===== src/rtl/core/integer_to_ascii_formatter_unit_defines.svh =====
// Assertion macros shared by the formatter RTL.
// Included by the top level only; no other dependencies.
`ifndef INTEGER_TO_ASCII_FORMATTER_UNIT_DEFINES_SVH
`define INTEGER_TO_ASCII_FORMATTER_UNIT_DEFINES_SVH

// Consequent must hold in the same cycle as the antecedent.
`define ITAF_ASSERT_NOW(lbl, ck, rn, ante, cons, msg) \
    lbl: assert property (@(posedge ck) disable iff (!rn) (ante) |-> (cons)) \
        else $error(msg);

// Consequent must hold in the cycle after the antecedent.
`define ITAF_ASSERT_NEXT(lbl, ck, rn, ante, cons, msg) \
    lbl: assert property (@(posedge ck) disable iff (!rn) (ante) |=> (cons)) \
        else $error(msg);

`endif


===== src/rtl/core/itaf_pkg.sv =====
// Shared types, constants and helper functions for the integer formatter.
// No dependencies; used by itaf_ctrl, itaf_dpath and the top level.
package itaf_pkg;

    localparam int DEF_VALUE_BITS = 32;
    localparam int DEF_MAX_RUN    = 64;

    // Quotient bits resolved per divider cycle.
    localparam int DIV_STEP_BITS = 8;

    localparam int RADIX_MIN = 2;
    localparam int RADIX_MAX = 36;
    localparam int DIGIT_SET = 36;
    localparam int PFX_X_IDX = 33;
    localparam int RADIX_OCT = 8;
    localparam int RADIX_HEX = 16;

    localparam int FLG_ZEROPAD = 0;
    localparam int FLG_SIGNED  = 1;
    localparam int FLG_PLUS    = 2;
    localparam int FLG_SPACE   = 3;
    localparam int FLG_LEFT    = 4;
    localparam int FLG_PREFIX  = 5;
    localparam int FLG_UPPER   = 6;

    localparam logic [7:0] CH_SPACE   = 8'h20;
    localparam logic [7:0] CH_PLUS    = 8'h2B;
    localparam logic [7:0] CH_MINUS   = 8'h2D;
    localparam logic [7:0] CH_ZERO    = 8'h30;
    localparam logic [7:0] CH_UPPER_A = 8'h41;
    localparam logic [7:0] CH_LOWER_A = 8'h61;

    localparam int SEG_NUM = 7;

    typedef enum logic [2:0] {
        ST_IDLE,
        ST_DIV,
        ST_PREP,
        ST_SEL,
        ST_EMIT
    } itaf_state_t;

    // Output segments in emission order.
    typedef enum logic [2:0] {
        SEG_LEAD  = 3'd0,
        SEG_SIGN  = 3'd1,
        SEG_PFX   = 3'd2,
        SEG_FILL  = 3'd3,
        SEG_PZERO = 3'd4,
        SEG_DIGIT = 3'd5,
        SEG_TRAIL = 3'd6
    } itaf_seg_t;

    typedef struct packed {
        logic      load;
        logic      div_step;
        logic      prep;
        logic      seg_load;
        itaf_seg_t seg_sel;
        itaf_seg_t emit_seg;
        logic      emit;
        logic      last;
    } itaf_cmd_t;

    typedef struct packed {
        logic               radix_ok;
        logic               div_last;
        logic               quo_zero;
        logic [SEG_NUM-1:0] seg_nz;
        logic               cnt_one;
        logic               run_cap;
        logic               out_free;
    } itaf_stat_t;

    typedef struct packed {
        logic      found;
        itaf_seg_t seg;
    } itaf_pick_t;

    // Lowest nonempty segment at or after 'from'.
    function automatic itaf_pick_t seg_pick(input logic [SEG_NUM-1:0] nz,
                                            input logic [3:0] from);
        itaf_pick_t p;
        p.found = 1'b0;
        p.seg   = SEG_LEAD;
        for (int i = SEG_NUM - 1; i >= 0; i--) begin
            if ((4'(i) >= from) && nz[i]) begin
                p.found = 1'b1;
                p.seg   = itaf_seg_t'(3'(i));
            end
        end
        return p;
    endfunction

    function automatic logic [7:0] digit_char(input logic [5:0] d, input logic upper);
        logic [5:0] v;
        v = (d >= 6'(DIGIT_SET)) ? d - 6'(DIGIT_SET) : d;
        if (v < 6'd10) begin
            return CH_ZERO + 8'(v);
        end
        return (upper ? CH_UPPER_A : CH_LOWER_A) + 8'(v - 6'd10);
    endfunction

endpackage


===== src/rtl/core/itaf_ctrl.sv =====
// Controller state machine: sequences division, segment setup and emission.
// Depends on itaf_pkg; drives itaf_dpath through itaf_cmd_t.
module itaf_ctrl (
    input  logic                 clk,
    input  logic                 rst_n,
    input  logic                 in_valid,
    output logic                 in_stall,
    input  itaf_pkg::itaf_stat_t st,
    output itaf_pkg::itaf_cmd_t  cmd
);
    import itaf_pkg::*;

    itaf_state_t state_reg, state_next;
    itaf_seg_t   seg_reg, seg_next;
    itaf_pick_t  pick_first, pick_next;

    always_ff @(posedge clk or negedge rst_n)
    begin
        if (!rst_n)
        begin
            state_reg <= ST_IDLE;
            seg_reg   <= SEG_LEAD;
        end
        else
        begin
            state_reg <= state_next;
            seg_reg   <= seg_next;
        end
    end

    assign pick_first = seg_pick(st.seg_nz, 4'd0);
    assign pick_next  = seg_pick(st.seg_nz, {1'b0, seg_reg} + 4'd1);

    always_comb
    begin
        state_next   = state_reg;
        seg_next     = seg_reg;
        cmd          = '0;
        cmd.emit_seg = seg_reg;
        in_stall     = (state_reg != ST_IDLE);
        unique case (state_reg)
            ST_IDLE:
            begin
                cmd.load = in_valid;
                if (in_valid && st.radix_ok)
                begin
                    state_next = ST_DIV;
                end
            end
            ST_DIV:
            begin
                cmd.div_step = 1'b1;
                if (st.div_last && st.quo_zero)
                begin
                    state_next = ST_PREP;
                end
            end
            ST_PREP:
            begin
                cmd.prep   = 1'b1;
                state_next = ST_SEL;
            end
            ST_SEL:
            begin
                // digit segment is never empty, so a segment is always found
                cmd.seg_load = 1'b1;
                cmd.seg_sel  = pick_first.seg;
                seg_next     = pick_first.seg;
                state_next   = ST_EMIT;
            end
            ST_EMIT:
            begin
                if (st.out_free)
                begin
                    cmd.emit = 1'b1;
                    cmd.last = (st.cnt_one && !pick_next.found) || st.run_cap;
                    if (cmd.last)
                    begin
                        state_next = ST_IDLE;
                    end
                    else if (st.cnt_one)
                    begin
                        cmd.seg_load = 1'b1;
                        cmd.seg_sel  = pick_next.seg;
                        seg_next     = pick_next.seg;
                    end
                end
            end
            default:
            begin
                state_next = ST_IDLE;
            end
        endcase
    end

endmodule


===== src/rtl/core/itaf_dpath.sv =====
// Datapath: sign handling, radix divider, digit store, segment counters
// and the output register. Depends on itaf_pkg; controlled by itaf_ctrl.
module itaf_dpath #(
    parameter int VALUE_BITS = itaf_pkg::DEF_VALUE_BITS,
    parameter int MAX_RUN    = itaf_pkg::DEF_MAX_RUN
) (
    input  logic                  clk,
    input  logic                  rst_n,
    input  logic [VALUE_BITS-1:0] value,
    input  logic [5:0]            radix,
    input  logic [6:0]            total_width,
    input  logic [5:0]            min_digits,
    input  logic [6:0]            format_flags,
    input  itaf_pkg::itaf_cmd_t   cmd,
    output itaf_pkg::itaf_stat_t  st,
    output logic                  out_valid,
    input  logic                  out_stall,
    output logic [7:0]            out_char,
    output logic                  last_char
);
    import itaf_pkg::*;

    localparam int DIV_W   = ((VALUE_BITS + DIV_STEP_BITS - 1) / DIV_STEP_BITS)
                             * DIV_STEP_BITS;
    localparam int DIV_CYC = DIV_W / DIV_STEP_BITS;
    localparam int STEP_W  = $clog2(DIV_CYC + 1);
    localparam int AW      = $clog2(VALUE_BITS);
    localparam int DCNT_W  = $clog2(VALUE_BITS + 1);
    localparam int CNT_W   = $clog2(((MAX_RUN > VALUE_BITS) ? MAX_RUN : VALUE_BITS) + 1);
    localparam int SZ_W    = CNT_W + 2;

    // input decode
    logic                  neg;
    logic [VALUE_BITS-1:0] mag;
    logic                  left_in;

    // divider
    logic [DIV_W-1:0]  q_reg;
    logic [5:0]        rem_reg;
    logic [5:0]        radix_reg;
    logic [STEP_W-1:0] step_reg;
    logic [DIV_W-1:0]  div_q;
    logic [6:0]        div_r;
    logic              div_last;

    // digit store
    logic [5:0]        store [0:VALUE_BITS-1];
    logic [DCNT_W-1:0] dcnt_reg;
    logic [5:0]        rd_data_reg;
    logic [AW-1:0]     rd_addr;
    logic [CNT_W-1:0]  cnt_dec;

    // formatting attributes
    logic             has_sign_reg;
    logic [7:0]       sign_ch_reg;
    logic [1:0]       pfx_len_reg;
    logic             left_reg;
    logic             zp_reg;
    logic             upper_reg;
    logic [CNT_W-1:0] fw_reg;
    logic [CNT_W-1:0] prec_reg;

    // segment sequencing
    logic [CNT_W-1:0]        n_dig;
    logic [CNT_W-1:0]        precp;
    logic [SZ_W-1:0]         size_s;
    logic [CNT_W-1:0]        pad;
    logic [CNT_W-1:0]        seg_len_reg [0:SEG_NUM-1];
    logic [CNT_W-1:0]        cnt_reg, cnt_next;
    logic [CNT_W-1:0]        run_reg;

    // output register
    logic       out_valid_reg;
    logic [7:0] out_char_reg;
    logic       last_reg;
    logic [7:0] emit_ch;

    assign neg     = format_flags[FLG_SIGNED] && value[VALUE_BITS-1];
    assign mag     = neg ? (~value + 1'b1) : value;
    assign left_in = format_flags[FLG_LEFT];

    // DIV_STEP_BITS restoring steps per cycle on a narrow remainder
    always_comb
    begin
        div_r = {1'b0, rem_reg};
        div_q = q_reg;
        for (int i = 0; i < DIV_STEP_BITS; i++)
        begin
            div_r = {div_r[5:0], div_q[DIV_W-1]};
            div_q = {div_q[DIV_W-2:0], 1'b0};
            if (div_r >= {1'b0, radix_reg})
            begin
                div_r    = div_r - {1'b0, radix_reg};
                div_q[0] = 1'b1;
            end
        end
    end

    assign div_last = (step_reg == STEP_W'(DIV_CYC - 1));

    always_ff @(posedge clk or negedge rst_n)
    begin
        if (!rst_n)
        begin
            step_reg <= '0;
            dcnt_reg <= '0;
        end
        else if (cmd.load)
        begin
            step_reg <= '0;
            dcnt_reg <= '0;
        end
        else if (cmd.div_step)
        begin
            step_reg <= div_last ? '0 : step_reg + 1'b1;
            if (div_last)
            begin
                dcnt_reg <= dcnt_reg + 1'b1;
            end
        end
    end

    always_ff @(posedge clk)
    begin
        if (cmd.load)
        begin
            q_reg        <= DIV_W'(mag);
            rem_reg      <= '0;
            radix_reg    <= radix;
            left_reg     <= left_in;
            zp_reg       <= format_flags[FLG_ZEROPAD] && !left_in;
            upper_reg    <= format_flags[FLG_UPPER];
            has_sign_reg <= format_flags[FLG_SIGNED] && (neg || format_flags[FLG_PLUS]
                                                         || format_flags[FLG_SPACE]);
            sign_ch_reg  <= neg ? CH_MINUS : (format_flags[FLG_PLUS] ? CH_PLUS : CH_SPACE);
            if (!format_flags[FLG_PREFIX])
            begin
                pfx_len_reg <= 2'd0;
            end
            else if (radix == 6'(RADIX_HEX))
            begin
                pfx_len_reg <= 2'd2;
            end
            else if (radix == 6'(RADIX_OCT))
            begin
                pfx_len_reg <= 2'd1;
            end
            else
            begin
                pfx_len_reg <= 2'd0;
            end
            fw_reg   <= (total_width > 7'(MAX_RUN)) ? CNT_W'(MAX_RUN) : CNT_W'(total_width);
            prec_reg <= (min_digits > 6'(MAX_RUN - 3)) ? CNT_W'(MAX_RUN - 3)
                                                       : CNT_W'(min_digits);
        end
        else if (cmd.div_step)
        begin
            q_reg   <= div_q;
            // restart the remainder for the next digit
            rem_reg <= div_last ? 6'd0 : div_r[5:0];
        end
    end

    // digit store: write one digit per divide, read registered
    assign cnt_dec = cnt_next - 1'b1;
    assign rd_addr = cnt_dec[AW-1:0];

    always_ff @(posedge clk)
    begin
        if (cmd.div_step && div_last)
        begin
            store[dcnt_reg[AW-1:0]] <= div_r[5:0];
        end
        rd_data_reg <= store[rd_addr];
    end

    // segment lengths
    assign n_dig  = CNT_W'(dcnt_reg);
    assign precp  = (prec_reg > n_dig) ? prec_reg : n_dig;
    assign size_s = SZ_W'(fw_reg) - SZ_W'(has_sign_reg) - SZ_W'(pfx_len_reg) - SZ_W'(precp);
    assign pad    = (!size_s[SZ_W-1] && (size_s != '0)) ? size_s[CNT_W-1:0] : '0;

    always_ff @(posedge clk)
    begin
        if (cmd.prep)
        begin
            seg_len_reg[SEG_LEAD]  <= (!zp_reg && !left_reg) ? pad : '0;
            seg_len_reg[SEG_SIGN]  <= CNT_W'(has_sign_reg);
            seg_len_reg[SEG_PFX]   <= CNT_W'(pfx_len_reg);
            seg_len_reg[SEG_FILL]  <= zp_reg ? pad : '0;
            seg_len_reg[SEG_PZERO] <= precp - n_dig;
            seg_len_reg[SEG_DIGIT] <= n_dig;
            seg_len_reg[SEG_TRAIL] <= left_reg ? pad : '0;
        end
    end

    always_comb
    begin
        cnt_next = cnt_reg;
        if (cmd.seg_load)
        begin
            cnt_next = seg_len_reg[cmd.seg_sel];
        end
        else if (cmd.emit)
        begin
            cnt_next = cnt_reg - 1'b1;
        end
    end

    always_ff @(posedge clk or negedge rst_n)
    begin
        if (!rst_n)
        begin
            cnt_reg <= '0;
            run_reg <= '0;
        end
        else
        begin
            cnt_reg <= cnt_next;
            if (cmd.prep)
            begin
                run_reg <= '0;
            end
            else if (cmd.emit)
            begin
                run_reg <= run_reg + 1'b1;
            end
        end
    end

    // character for the current segment
    always_comb
    begin
        case (cmd.emit_seg)
            SEG_SIGN:  emit_ch = sign_ch_reg;
            SEG_PFX:   emit_ch = ((pfx_len_reg == 2'd2) && (cnt_reg == CNT_W'(1)))
                                 ? digit_char(6'(PFX_X_IDX), upper_reg) : CH_ZERO;
            SEG_FILL:  emit_ch = zp_reg ? CH_ZERO : CH_SPACE;
            SEG_PZERO: emit_ch = CH_ZERO;
            SEG_DIGIT: emit_ch = digit_char(rd_data_reg, upper_reg);
            default:   emit_ch = CH_SPACE;
        endcase
    end

    always_ff @(posedge clk or negedge rst_n)
    begin
        if (!rst_n)
        begin
            out_valid_reg <= 1'b0;
        end
        else if (cmd.emit)
        begin
            out_valid_reg <= 1'b1;
        end
        else if (!out_stall)
        begin
            out_valid_reg <= 1'b0;
        end
    end

    always_ff @(posedge clk)
    begin
        if (cmd.emit)
        begin
            out_char_reg <= emit_ch;
            last_reg     <= cmd.last;
        end
    end

    assign out_valid = out_valid_reg;
    assign out_char  = out_char_reg;
    assign last_char = last_reg;

    always_comb
    begin
        st.radix_ok = (radix >= 6'(RADIX_MIN)) && (radix <= 6'(RADIX_MAX));
        st.div_last = div_last;
        st.quo_zero = (div_q == '0);
        for (int s = 0; s < SEG_NUM; s++)
        begin
            st.seg_nz[s] = (seg_len_reg[s] != '0);
        end
        st.cnt_one  = (cnt_reg == CNT_W'(1));
        st.run_cap  = (run_reg == CNT_W'(MAX_RUN - 1));
        st.out_free = !out_valid_reg || !out_stall;
    end

endmodule


===== src/rtl/core/integer_to_ascii_formatter_unit.sv =====
// Flow: the 8-bit-per-cycle radix divider generates the digits one divide at a time,
// then the ST_PREP and ST_SEL setup states run, then one character per cycle unless out_stall holds.
// The block takes no new transaction while an item is in progress; the next transaction
// is taken the cycle after the last character.
// Reset (rst_n, async, active low) clears control and the output valid; the digit
// store is not cleared.
module integer_to_ascii_formatter_unit #(
    parameter int VALUE_BITS = itaf_pkg::DEF_VALUE_BITS,
    parameter int MAX_RUN    = itaf_pkg::DEF_MAX_RUN
) (
    input  logic                  clk,
    input  logic                  rst_n,
    input  logic                  in_valid,
    output logic                  in_stall,
    input  logic [VALUE_BITS-1:0] value,
    input  logic [5:0]            radix,
    input  logic [6:0]            total_width,
    input  logic [5:0]            min_digits,
    input  logic [6:0]            format_flags,
    output logic                  out_valid,
    input  logic                  out_stall,
    output logic [7:0]            out_char,
    output logic                  last_char
);
    import itaf_pkg::*;

    `include "integer_to_ascii_formatter_unit_defines.svh"

    itaf_cmd_t  cmd;
    itaf_stat_t st;

    itaf_ctrl u_ctrl (
        .clk      (clk),
        .rst_n    (rst_n),
        .in_valid (in_valid),
        .in_stall (in_stall),
        .st       (st),
        .cmd      (cmd)
    );

    itaf_dpath #(
        .VALUE_BITS (VALUE_BITS),
        .MAX_RUN    (MAX_RUN)
    ) u_dpath (
        .clk          (clk),
        .rst_n        (rst_n),
        .value        (value),
        .radix        (radix),
        .total_width  (total_width),
        .min_digits   (min_digits),
        .format_flags (format_flags),
        .cmd          (cmd),
        .st           (st),
        .out_valid    (out_valid),
        .out_stall    (out_stall),
        .out_char     (out_char),
        .last_char    (last_char)
    );

    `ITAF_ASSERT_NOW(a_emit_free, clk, rst_n, cmd.emit, st.out_free, "emit into a held output register")
    `ITAF_ASSERT_NEXT(a_busy_after_load, clk, rst_n, in_valid && !in_stall && st.radix_ok, in_stall, "not busy after a valid transaction")
    `ITAF_ASSERT_NEXT(a_idle_after_last, clk, rst_n, cmd.emit && cmd.last, !in_stall, "not idle after the last character")
    `ITAF_ASSERT_NEXT(a_emit_shows, clk, rst_n, cmd.emit, out_valid, "emitted character not presented")

endmodule


===== config.mk =====
export PLATFORM = sky130hd
export DESIGN_NAME = integer_to_ascii_formatter_unit
export DESIGN_NICKNAME = d
export VERILOG_FILES = /design/src/rtl/core/itaf_pkg.sv /design/src/rtl/core/itaf_ctrl.sv /design/src/rtl/core/itaf_dpath.sv /design/src/rtl/core/integer_to_ascii_formatter_unit.sv
export VERILOG_INCLUDE_DIRS = /design/src /design/src/rtl/core
export SDC_FILE = /design/constraint.sdc
export NUM_CORES = 1
export LEC_CHECK = 0
export ABC_AREA = 1
export BUFFER_PORTS_ARGS = -buffer_cell sky130_fd_sc_hd__buf_2
export CORE_MARGIN = 3
export CORE_UTILIZATION = 63
export DETAILED_ROUTE_END_ITERATION = 10
export PLACE_DENSITY = 0.81
export SETUP_SLACK_MARGIN = 0.15
export SYNTH_ARGS = -nofsm -noshare
export SYNTH_HDL_FRONTEND = slang
export SYNTH_SLANG_ARGS = --single-unit

===== constraint.sdc =====
create_clock -name clk -period 15.2 [get_ports clk]
set_input_delay 3.8 -clock clk [delete_from_list [all_inputs] [get_ports clk]]
set_output_delay 3.8 -clock clk [all_outputs]
set_load 0.005 [all_outputs]

# Word level (Yosys, flattened, before mapping)
# Memory sizes are Yosys's and may differ from the RTL's. A register that Yosys moved wholly into a read port is not among the register bits.
# Cells that the tools add are included.
[word_totals]
regBits = 111
out_inout_bits = 11
in_bits = 62
n_memories = 2
mem_bits_rw = 241
[classes]
n_eq_ne = 22
reduce_logical = 49
bitwise_logic = 2
add_sub_neg = 24
n_mux = 85
order_cmp = 22
[mem_list]
columns = ["name", "depth", "width", "rd", "rd_ports_with_merged_regs", "write_ports", "line", "source"]
rows = [
  ["u_dpath.store", 32, 6, 1, 1, 1, "itaf_dpath.sv:47", "logic [5:0] store [0:VALUE_BITS-1];"],
  ["u_dpath.seg_len_reg", 7, 7, 8, 0, 7, "itaf_dpath.sv:68", "logic [CNT_W-1:0] seg_len_reg [0:SEG_NUM-1];"],
]
[op_table]
columns = ["op", "count"]
rows = [
  ["2-to-1 mux 32 bit", 3],
  ["2-to-1 mux 6 bit", 14],
  ["2-to-1 mux 7 bit", 9],
  ["greater-or-equal comparator 7 x 6 -> 1 bit", 8],
  ["2-to-1 mux 3 bit", 17],
  ["nonzero test 7 bit", 7],
  ["subtractor 6 bit", 8],
  ["2-to-1 mux 4 bit", 11],
  ["one-hot mux 8 bit (5 select lines)", 1],
  ["adder 32 x 1 -> 32 bit, second input constant", 1],
  ["logical NOT 32 bit", 1],
  ["inverter 32 bit", 1],
  ["2-to-1 mux 8 bit", 3],
  ["2-to-1 mux 1 bit", 20],
  ["logical AND 1 bit", 18],
  ["equality test 3 x 2 -> 1 bit, second input constant", 5],
  ["one-hot mux 3 bit (5 select lines)", 1],
  ["greater-or-equal comparator 3 x 4 -> 1 bit, first input constant", 3],
  ["!= test 2 x 1 -> 1 bit, second input constant", 5],
  ["equality test 3 bit, second input constant", 3],
  ["nonzero test 9 bit", 1],
  ["subtractor 9 x 2 -> 9 bit", 1],
  ["subtractor 9 x 7 -> 9 bit", 1],
  ["adder 8 x 5 -> 8 bit, second input constant", 1],
  ["41 further kinds", 61],
]

# Longest topological paths before layout
# Gate-level depths: netlist of the first run.
[depth]
depth_word = 20
mapped_depth = 92

# By module
# From an unflattened synthesis of the first run, not the netlist that was laid out.
[hier_totals]
cells_unflattened = 2000
area_unflattened_um2 = 19054.5
[modules_own_cells]
columns = ["module", "cells_per_inst", "instances", "seq_area_each_um2", "area_each_um2"]
rows = [
  ["itaf_dpath", 1880, 1, 9789.4, 18297.5],
  ["itaf_ctrl", 120, 1, 150.1, 757.0],
]

# Worst setup path before layout of the first run
# No wires, ideal clock.
[synth_path]
kind = "register to register"
start = "register u_dpath.radix_reg[1]"
end = "memory u_dpath.store[0][2], data pin"
t_required_ns = 14.856
arrival_ns = 12.535
n_path_buf = 7
path_stages_with_launch = 85
setup_slack_ns = 2.322
cell_sequence = "edfxtp_1 -> inv_1 -> ha_1 -> nand2_1 -> inv_2 -> nand2_1 -> nand2_2 -> nand2_2 -> nand3_2 -> buf_6 -> o21ai_2 -> inv_1 -> ha_1 -> a21oi_1 -> nand2_1 -> nor2_1 -> nand2_1 -> nand2_1 -> [... 49 more ...] -> o21ai_0 -> a21oi_1 -> o21bai_1 -> a221oi_1 -> nand3_4 -> buf_6 -> o21ai_2 -> inv_1 -> ha_1 -> a21oi_1 -> o21ai_0 -> a31oi_1 -> o21ai_0 -> a21oi_1 -> inv_1 -> nor2_4 -> nand3_1 -> and2_1"
[synth_via]
elab_chain_len = 16
[synth_lines]
columns = ["item", "line", "source"]
rows = [
  ["start, declared", "itaf_dpath.sv:40", "logic [5:0] radix_reg;"],
  ["start signal, assigned", "itaf_dpath.sv:129", "radix_reg <= radix;"],
  ["subtractor 6 bit or greater-or-equal comparator 7 x 6 -> 1 bit (tied branches)", "itaf_dpath.sv:93, itaf_dpath.sv:91", ""],
  ["2-to-1 mux 6 bit", "itaf_dpath.sv:91", "if (div_r >= {1'b0, radix_reg})"],
  ["subtractor 6 bit or greater-or-equal comparator 7 x 6 -> 1 bit (tied branches)", "itaf_dpath.sv:93, itaf_dpath.sv:91", ""],
  ["2-to-1 mux 6 bit", "itaf_dpath.sv:91", ""],
  ["subtractor 6 bit or greater-or-equal comparator 7 x 6 -> 1 bit (tied branches)", "itaf_dpath.sv:93, itaf_dpath.sv:91", ""],
  ["2-to-1 mux 6 bit", "itaf_dpath.sv:91", ""],
  ["subtractor 6 bit or greater-or-equal comparator 7 x 6 -> 1 bit (tied branches)", "itaf_dpath.sv:93, itaf_dpath.sv:91", ""],
  ["2-to-1 mux 6 bit", "itaf_dpath.sv:91", ""],
  ["subtractor 6 bit or greater-or-equal comparator 7 x 6 -> 1 bit (tied branches)", "itaf_dpath.sv:93, itaf_dpath.sv:91", ""],
  ["2-to-1 mux 6 bit", "itaf_dpath.sv:91", ""],
  ["greater-or-equal comparator 7 x 6 -> 1 bit or subtractor 6 bit (tied branches)", "itaf_dpath.sv:91, itaf_dpath.sv:93", ""],
  ["2-to-1 mux 6 bit", "itaf_dpath.sv:91", ""],
  ["subtractor 6 bit or greater-or-equal comparator 7 x 6 -> 1 bit (tied branches)", "itaf_dpath.sv:93, itaf_dpath.sv:91", ""],
  ["2-to-1 mux 6 bit", "itaf_dpath.sv:91", ""],
  ["subtractor 6 bit or greater-or-equal comparator 7 x 6 -> 1 bit (tied branches)", "itaf_dpath.sv:93, itaf_dpath.sv:91", ""],
  ["2-to-1 mux 6 bit *", "itaf_dpath.sv:91", ""],
  ["via u_dpath.div_r[2]", "itaf_dpath.sv:43", "logic [6:0] div_r;"],
  ["end, declared", "itaf_dpath.sv:47", ""],
]
# Mark *: on every way through the listed nets, which the timed path passes. The rest lies on a longest branch.

# Worst setup path after layout of the first run
[layout_path]
start = "register u_dpath.radix_reg[2]"
end = "memory u_dpath.store[11][5], data pin"
[layout_via]
elab_chain_len = 16
[layout_lines]
columns = ["item", "line"]
rows = [
  ["subtractor 6 bit or greater-or-equal comparator 7 x 6 -> 1 bit (tied branches)", "itaf_dpath.sv:93, itaf_dpath.sv:91"],
  ["2-to-1 mux 6 bit", "itaf_dpath.sv:91"],
  ["subtractor 6 bit or greater-or-equal comparator 7 x 6 -> 1 bit (tied branches)", "itaf_dpath.sv:93, itaf_dpath.sv:91"],
  ["2-to-1 mux 6 bit", "itaf_dpath.sv:91"],
  ["subtractor 6 bit or greater-or-equal comparator 7 x 6 -> 1 bit (tied branches)", "itaf_dpath.sv:93, itaf_dpath.sv:91"],
  ["2-to-1 mux 6 bit", "itaf_dpath.sv:91"],
  ["subtractor 6 bit or greater-or-equal comparator 7 x 6 -> 1 bit (tied branches)", "itaf_dpath.sv:93, itaf_dpath.sv:91"],
  ["2-to-1 mux 6 bit", "itaf_dpath.sv:91"],
  ["greater-or-equal comparator 7 x 6 -> 1 bit or subtractor 6 bit (tied branches)", "itaf_dpath.sv:91, itaf_dpath.sv:93"],
  ["2-to-1 mux 6 bit", "itaf_dpath.sv:91"],
  ["subtractor 6 bit or greater-or-equal comparator 7 x 6 -> 1 bit (tied branches)", "itaf_dpath.sv:93, itaf_dpath.sv:91"],
  ["2-to-1 mux 6 bit", "itaf_dpath.sv:91"],
  ["subtractor 6 bit or greater-or-equal comparator 7 x 6 -> 1 bit (tied branches)", "itaf_dpath.sv:93, itaf_dpath.sv:91"],
  ["2-to-1 mux 6 bit", "itaf_dpath.sv:91"],
  ["subtractor 6 bit or greater-or-equal comparator 7 x 6 -> 1 bit (tied branches)", "itaf_dpath.sv:93, itaf_dpath.sv:91"],
  ["2-to-1 mux 6 bit *", "itaf_dpath.sv:91"],
  ["via u_dpath.div_r[5]", "itaf_dpath.sv:43"],
]
# Marks and branches as above.

==> results.sh, run 1 <==
export IMPL_hold_class="flop to flop"
export IMPL_fin_skew_ps=19.1
export IMPL_yosys_register_bits=340
export IMPL_finalSetupTns_ps=0
export IMPL_initial_utilization_pct=64.1
export IMPL_routed_top_layer="met4"
export IMPL_cts_sinks=340
export IMPL_n_fill_cell=2397
export IMPL_place_ws_ps=703
export IMPL_cts_tree="done"
export IMPL_final_common_cell="nand2_1"
export IMPL_min_from="u_dpath.dcnt_reg[5]$_DFFE_PN0P_"
export IMPL_crit_family="compound AO/OA/AOI/OAI gates"
export IMPL_grt_pass1_wl_mm=77.8
export IMPL_wl_met2_mm=23.8
export IMPL_finalInstanceArea_mm2=0.0221
export IMPL_dr_pass1_iters=6
export IMPL_r2r_end="u_dpath.store[11][5]$_DFFE_PP_"
export IMPL_ys_warn_count=0
export IMPL_worstPathArrival_ps=13810
export IMPL_synth_seq_area_share_pct=48.9
export IMPL_finalSetupViolCount=0
export IMPL_rsz0062_at_grt="no"
export IMPL_die_x_um=186
export IMPL_area_growth_pct=8.74
export IMPL_p_total_mw=1.84
export IMPL_ant_nets=0
export IMPL_vias=16164
export IMPL_p_leak_nw=9.94
export IMPL_syn_nets=2489
export IMPL_drtIter0Drc=1572
export IMPL_layout_drive_gt1_share_pct=9.78
export IMPL_grt_max_degree=76
export IMPL_hold_path_end="u_dpath.seg_len_reg[5][5]$_DFFE_PN_"
export IMPL_most_common_layout_cells="nand2_1, inv_1, edfxtp_1"
export IMPL_p_per_area_mw_per_mm2=83.2
export IMPL_cts_buffer_depth=3
export IMPL_async_flop_share_pct=8.82
export IMPL_cp_common_cell="a21oi_1"
export IMPL_period_needed_ps=13600
export IMPL_reg2reg_slack_ps=1600
export IMPL_ios=73
export IMPL_cts_made_buffers=35
export IMPL_run_status="completed"
export IMPL_worst_path_buf_inv=10
export IMPL_fmax_ghz=0.0735
export IMPL_die_h_um=186
export IMPL_ys_flop_type="edfxtp_1"
export IMPL_netlist_instances=2317
export IMPL_worst_hold_slack_ps=450
export IMPL_die_area_mm2=0.0345
export IMPL_antenna_found_initial=0
export IMPL_drv_cap=0
export IMPL_synth_cell_types=64
export IMPL_num_rows=65
export IMPL_crit_fanout=32
export IMPL_max_stage_delay_ps=440
export IMPL_rr_worst_depth=80
export IMPL_slew_headroom_pct=20.8
export IMPL_synth_edf_count=298
export IMPL_holdPathStages=0
export IMPL_slowest_stage="ha_2"
export IMPL_portBuffers=72
export IMPL_crit_path_start_kind="flop"
export IMPL_gp_routability_congestion=0.907
export IMPL_wl_per_cell_um=17.6
export IMPL_grt_pass1_vias=15613
export IMPL_stdcell_count=2806
export IMPL_post_route_util_pct=69.7
export IMPL_root_buffer="clkbuf_16"
export IMPL_drc=0
export IMPL_r2r_start="u_dpath.radix_reg[2]$_DFFE_PP_"
export IMPL_path_class="flop to flop"
export IMPL_synth_area_mm2=0.0203
export IMPL_hold_violations=0
export IMPL_finalNetCount=2549
export IMPL_coreArea_mm2=0.0317
export IMPL_diodes=0
export IMPL_gr_usage_all_layers_pct=28.6
export IMPL_dp_hpwl_mm=34.4
export IMPL_overflow=0
export IMPL_placed_area_mm2=0.0209
export IMPL_wl_met3_mm=3.80
export IMPL_routed_wl_mm=49.4
export IMPL_viasPerCell=5.76
export IMPL_largest_register_ffs=192
export IMPL_syn_area_per_cell_um2=8.77
export IMPL_cts_htree_levels=2
export IMPL_drv_slew=0
export IMPL_setup_worst_path_end_class="flop"
export IMPL_max_slew_worst_pin_slew_ps=1190
export IMPL_clk_latency_ps=530
export IMPL_wl_met1_mm=19.8
export IMPL_period_share_pct=89.5
export IMPL_clkSlewWorstSetupHoldPaths_ps=70
export IMPL_post_place_cells=2736
export IMPL_irDropWorstVdd_mv=0.0619
export IMPL_fin_ws_ps=1600
export IMPL_cp_required_ps=15410
[cells by family (layout without fill, tap and decap cells)]
family | count (synthesis) | count (layout) | synth area share [%]
XOR/XNOR | 82 | 82 | 3.57
AO/OA/AOI/OAI | 240 | 240 | 6.80
flip-flops | 340 | 340 | 48.9
buffers and inverters | 464 | 551 | 9.09
AND/OR/NAND/NOR | 1081 | 1081 | 24.5
adder cells (fa/ha/maj) | 110 | 110 | 7.18
[worst max-delay path by stage]
stage,startpoint,to,depth (start not counted)
after CTS,u_dpath.radix_reg[2]$_DFFE_PP_,u_dpath.store[11][5]$_DFFE_PP_,77
after global placement,u_dpath.radix_reg[2]$_DFFE_PP_,u_dpath.store[16][5]$_DFFE_PP_,77
after detailed placement,u_dpath.radix_reg[2]$_DFFE_PP_,u_dpath.store[6][1]$_DFFE_PP_,77
final,u_dpath.radix_reg[2]$_DFFE_PP_,u_dpath.store[11][5]$_DFFE_PP_,80
after floorplan,u_dpath.radix_reg[1]$_DFFE_PP_,u_dpath.store[0][2]$_DFFE_PP_,84
after global routing,u_dpath.radix_reg[2]$_DFFE_PP_,u_dpath.store[11][5]$_DFFE_PP_,80
[cell type report]
type | instances | area, µm² | share of cell area [%]
flip-flops and latches | 340 | 9940 | 45.0
clock buffers | 44 | 941 | 4.26
repair buffers | 93 | 518 | 2.34
multi-input cells | 1513 | 8590 | 38.9
well taps | 402 | 503 | 2.28
inverters | 394 | 1480 | 6.71
clock inverters | 20 | 124 | 0.560
[synth_stat cells, types with 3 or more instances]
library cell  count  share of area [%]
nand3_1         282                6.9
and2_1            6               0.18
nor3_1           24               0.59
dfrtp_1          30                3.7
fa_1             11                1.1
o311ai_0          4               0.17
buf_6             7               0.39
nand4_1          15               0.46
buf_2            21               0.52
xor2_1           52                2.2
a21oi_1          67                1.6
o21a_1            5               0.18
nand2_4           6               0.33
ha_1             99                6.1
buf_4             7               0.26
clkinv_1          3              0.055
inv_1           382                7.1
nor2_4            5               0.28
nand3_2           9               0.44
o21ai_1          11               0.27
o22ai_1           3              0.092
xnor2_1          29                1.2
nor2_1          164                3.0
nand3_4           3               0.26
nor4_1           13               0.40
o211ai_1          5               0.18
nand2_2          19               0.58
edfxtp_1        298                 44
a31oi_1           7               0.22
or2_2             4               0.12
o21ai_0         102                2.5
inv_2             9               0.17
nor3_2            3               0.15
o21bai_1          5               0.18
o31ai_1           4               0.15
dfxtp_1          12                1.2
o21ai_2           8               0.34
nor2_2            6               0.18
buf_1             3              0.055
a211oi_1          3               0.11
nand3b_1         36                1.3
nand2_1         474                8.8
clkbuf_1         32               0.59
[where the power goes]
group | total [mW] | switching, mW | internal (mW)
Clock | 0.804 | 0.360 | 0.445
Combinational | 0.0326 | 0.0194 | 0.0131
Sequential | 1.00 | 0.00000000000000000623 | 1.00
Total | 1.84 | 0.379 | 1.46
[what timing repair did]
item	in CTS	in global routing
hold buffers	0	0
buffers inserted	0	6
gates resized for setup	0	17
setup endpoints to repair	0	201
[worst reg2reg max path, delay by kind of cell, from the launching register on]
| kind | cells | cell delay (ps) |
|---|---|---|
| AOI/OAI and AO/OA | 33 | 5670 |
| and+or+nand+nor | 29 | 3450 |
| DFF | 1 | 370 |
| adders and majority gates | 8 | 2690 |
| buffers and inverters | 10 | 1080 |
[layer usage]
| layer | global-route usage, % | vias to the layer above |
|---|---|---|
| met1 | 36.8 | 7542 |
| li1 | - | 7782 |
| met5 | 0 | - |
| met3 | 3.50 | 140 |
| met2 | 49.1 | 700 |
| met4 | 12.4 | 0 |
(Power assumes the default switching activity.)
==> inputs of run 2 (changes only) <==
- clock period: 15.2 -> 15.35 ns (I/O delays scaled with it)
==> run 2 against run 1 <==
Net effect:
- clock skew increased by 1.2 ps
- global-route usage up 0.52 points
- non-clock buffer count up 5
- total power grew 5.1%
- critical path depth fell by 3
- setup slack got worse by 150 ps
- first-iteration DRC count grew 6.7%
- highest routed layer unchanged
- design area increased by 1.0%
- flip-flop and latch count did not move
- wire length rose by 1.6%
- maximum frequency down 2.1%
==> results.sh, run 2 (same netlist as run 1, synthesis figures left out) <==
export IMPL_drtIter0Drc=1677
export IMPL_cts_buffer_depth=3
export IMPL_wl_per_cell_um=17.9
export IMPL_fin_skew_ps=20.3
export IMPL_gr_usage_all_layers_pct=29.1
export IMPL_clkPwrFrac_pct=47.0
export IMPL_p_total_mw=1.93
export IMPL_p_leak_nw=10.0
export IMPL_gp_routability_congestion=0.929
export IMPL_final_common_cell="nand2_1"
export IMPL_rr_worst_depth=77
export IMPL_area_growth_pct=9.84
export IMPL_drv_cap=0
export IMPL_cts_sinks=340
export IMPL_period_needed_ps=13900
export IMPL_overflow=0
export IMPL_drv_slew=0
export IMPL_p_sw_share_pct=19.7
export IMPL_p_sw_mw=0.381
export IMPL_num_rows=65
export IMPL_dr_pass1_iters=6
export IMPL_grt_max_degree=63
export IMPL_finalNetCount=2555
export IMPL_largest_register_ffs=192
export IMPL_cts_tree="done"
export IMPL_drc=0
export IMPL_crit_path_start_kind="flop"
export IMPL_worstPathArrival_ps=14110
export IMPL_dp_hpwl_mm=34.5
export IMPL_max_slew_worst_pin_slew_ps=1240
export IMPL_post_route_util_pct=70.4
export IMPL_rsz0062_at_grt="no"
export IMPL_irDropWorstVdd_mv=0.0686
export IMPL_crit_fanout=32
export IMPL_clkSlewWorstSetupHoldPaths_ps=60
export IMPL_diodes=0
export IMPL_portBuffers=72
export IMPL_stdcell_count=2812
export IMPL_finalSetupTns_ps=0
export IMPL_post_place_cells=2735
export IMPL_hold_violations=0
export IMPL_grt_pass1_wl_mm=79.2
export IMPL_most_common_layout_cells="nand2_1, inv_1, edfxtp_1"
export IMPL_finalSetupViolCount=0
export IMPL_placed_area_mm2=0.0209
export IMPL_p_seq_share_pct=51.3
export IMPL_ctsHoldBuffers=0
export IMPL_period_share_pct=90.5
export IMPL_die_h_um=186
export IMPL_internal_power_mw=1.55
export IMPL_p_per_area_mw_per_mm2=86.6
export IMPL_n_fill_cell=2364
export IMPL_min_from="u_dpath.dcnt_reg[5]$_DFFE_PN0P_"
export IMPL_grt_pass1_vias=15736
export IMPL_vias=16188
export IMPL_ios=73
export IMPL_finalInstanceArea_mm2=0.0223
export IMPL_layout_drive_gt1_share_pct=10.0
export IMPL_routed_wl_mm=50.2
export IMPL_holdPathStages=0
export IMPL_hold_class="flop to flop"
export IMPL_clk_latency_ps=520
export IMPL_fmax_ghz=0.0720
export IMPL_ant_nets=0
export IMPL_viasPerCell=5.76
export IMPL_cts_htree_levels=2
export IMPL_die_area_mm2=0.0345
export IMPL_max_stage_delay_ps=350
export IMPL_coreArea_mm2=0.0317
export IMPL_cp_common_cell="a21oi_1"
export IMPL_cp_required_ps=15560
export IMPL_root_buffer="clkbuf_16"
export IMPL_path_class="flop to flop"
export IMPL_setup_worst_path_end_class="flop"
export IMPL_startpoint="u_dpath.radix_reg[3]$_DFFE_PP_"
export IMPL_r2r_start="u_dpath.radix_reg[3]$_DFFE_PP_"
export IMPL_slew_headroom_pct=17.6
export IMPL_cts_made_buffers=36
export IMPL_comb_power_share_pct=1.7
export IMPL_slowest_stage="edfxtp_1"
export IMPL_die_x_um=186
export IMPL_antenna_found_initial=0
export IMPL_initial_utilization_pct=64.1
export IMPL_run_status="completed"
## run 2: per-layer routing
layer  part of all wire, %  global-route usage [%]  wire (µm)
met5                     0                       0          0
met4                   3.6                    11.4       1810
met3                   7.4                    4.44       3740
met2                    49                    50.7      24500
met1                    40                    36.8      20100
## run 2: through the flow
stage | hold WS, ps | setup WS (ps)
global route | 485 | 141
CTS | 471 | 584
global placement | 433 | 1240
detailed placement | 433 | 636
finish | 474 | 1450
floorplan | 425 | 2470
## run 2: final timing paths
kind	end	slack [ps]
setup / recovery	u_dpath.store[25][5]$_DFFE_PP_	1450
hold / removal	u_dpath.seg_len_reg[5][5]$_DFFE_PN_	470
setup reg to reg	u_dpath.store[25][5]$_DFFE_PP_	1450
hold reg to reg	u_dpath.seg_len_reg[5][5]$_DFFE_PN_	470
max in group asynchronous	u_dpath.step_reg[0]$_DFFE_PN0P_	11420
min in group asynchronous	u_ctrl.seg_reg[2]$_DFFE_PN0P_	3400
## run 2: worst max-delay path, delay by kind of cell, from the launching register on
family / cells / cell delay (ps)
simple gates: 27 / 3510
compound gates: 33 / 5810
buf+inv: 9 / 1240
fa+ha+maj: 8 / 2640
flops: 1 / 350
## run 2: final cells by class
type | instances | area [µm²] | share of cell area, %
flip-flops and latches | 340 | 9940 | 44.5
multi-input cells | 1513 | 8590 | 38.5
inverters | 394 | 1490 | 6.69
clock buffers | 52 | 1090 | 4.87
repair buffers | 98 | 556 | 2.49
well taps | 402 | 503 | 2.25
clock inverters | 13 | 156 | 0.701
## run 2: power groups by stage
stage | Sequential (mW) | Combinational (mW) | Clock [mW]
6_report | 0.993 | 0.0324 | 0.909
5_1_grt | 0.992 | 0.0356 | 0.954
4_1_cts | 0.993 | 0.0320 | 0.913
3_5_place_dp | 1.01 | 0.0319 | 0
3_3_place_gp | 1.01 | 0.0309 | 0
2_1_floorplan | 1.01 | 0.0148 | 0
## run 2: timing repair
item | CTS | global route
setup endpoints to repair | 0 | 201
resized for setup | 0 | 12
setup buffers | 0 | 12
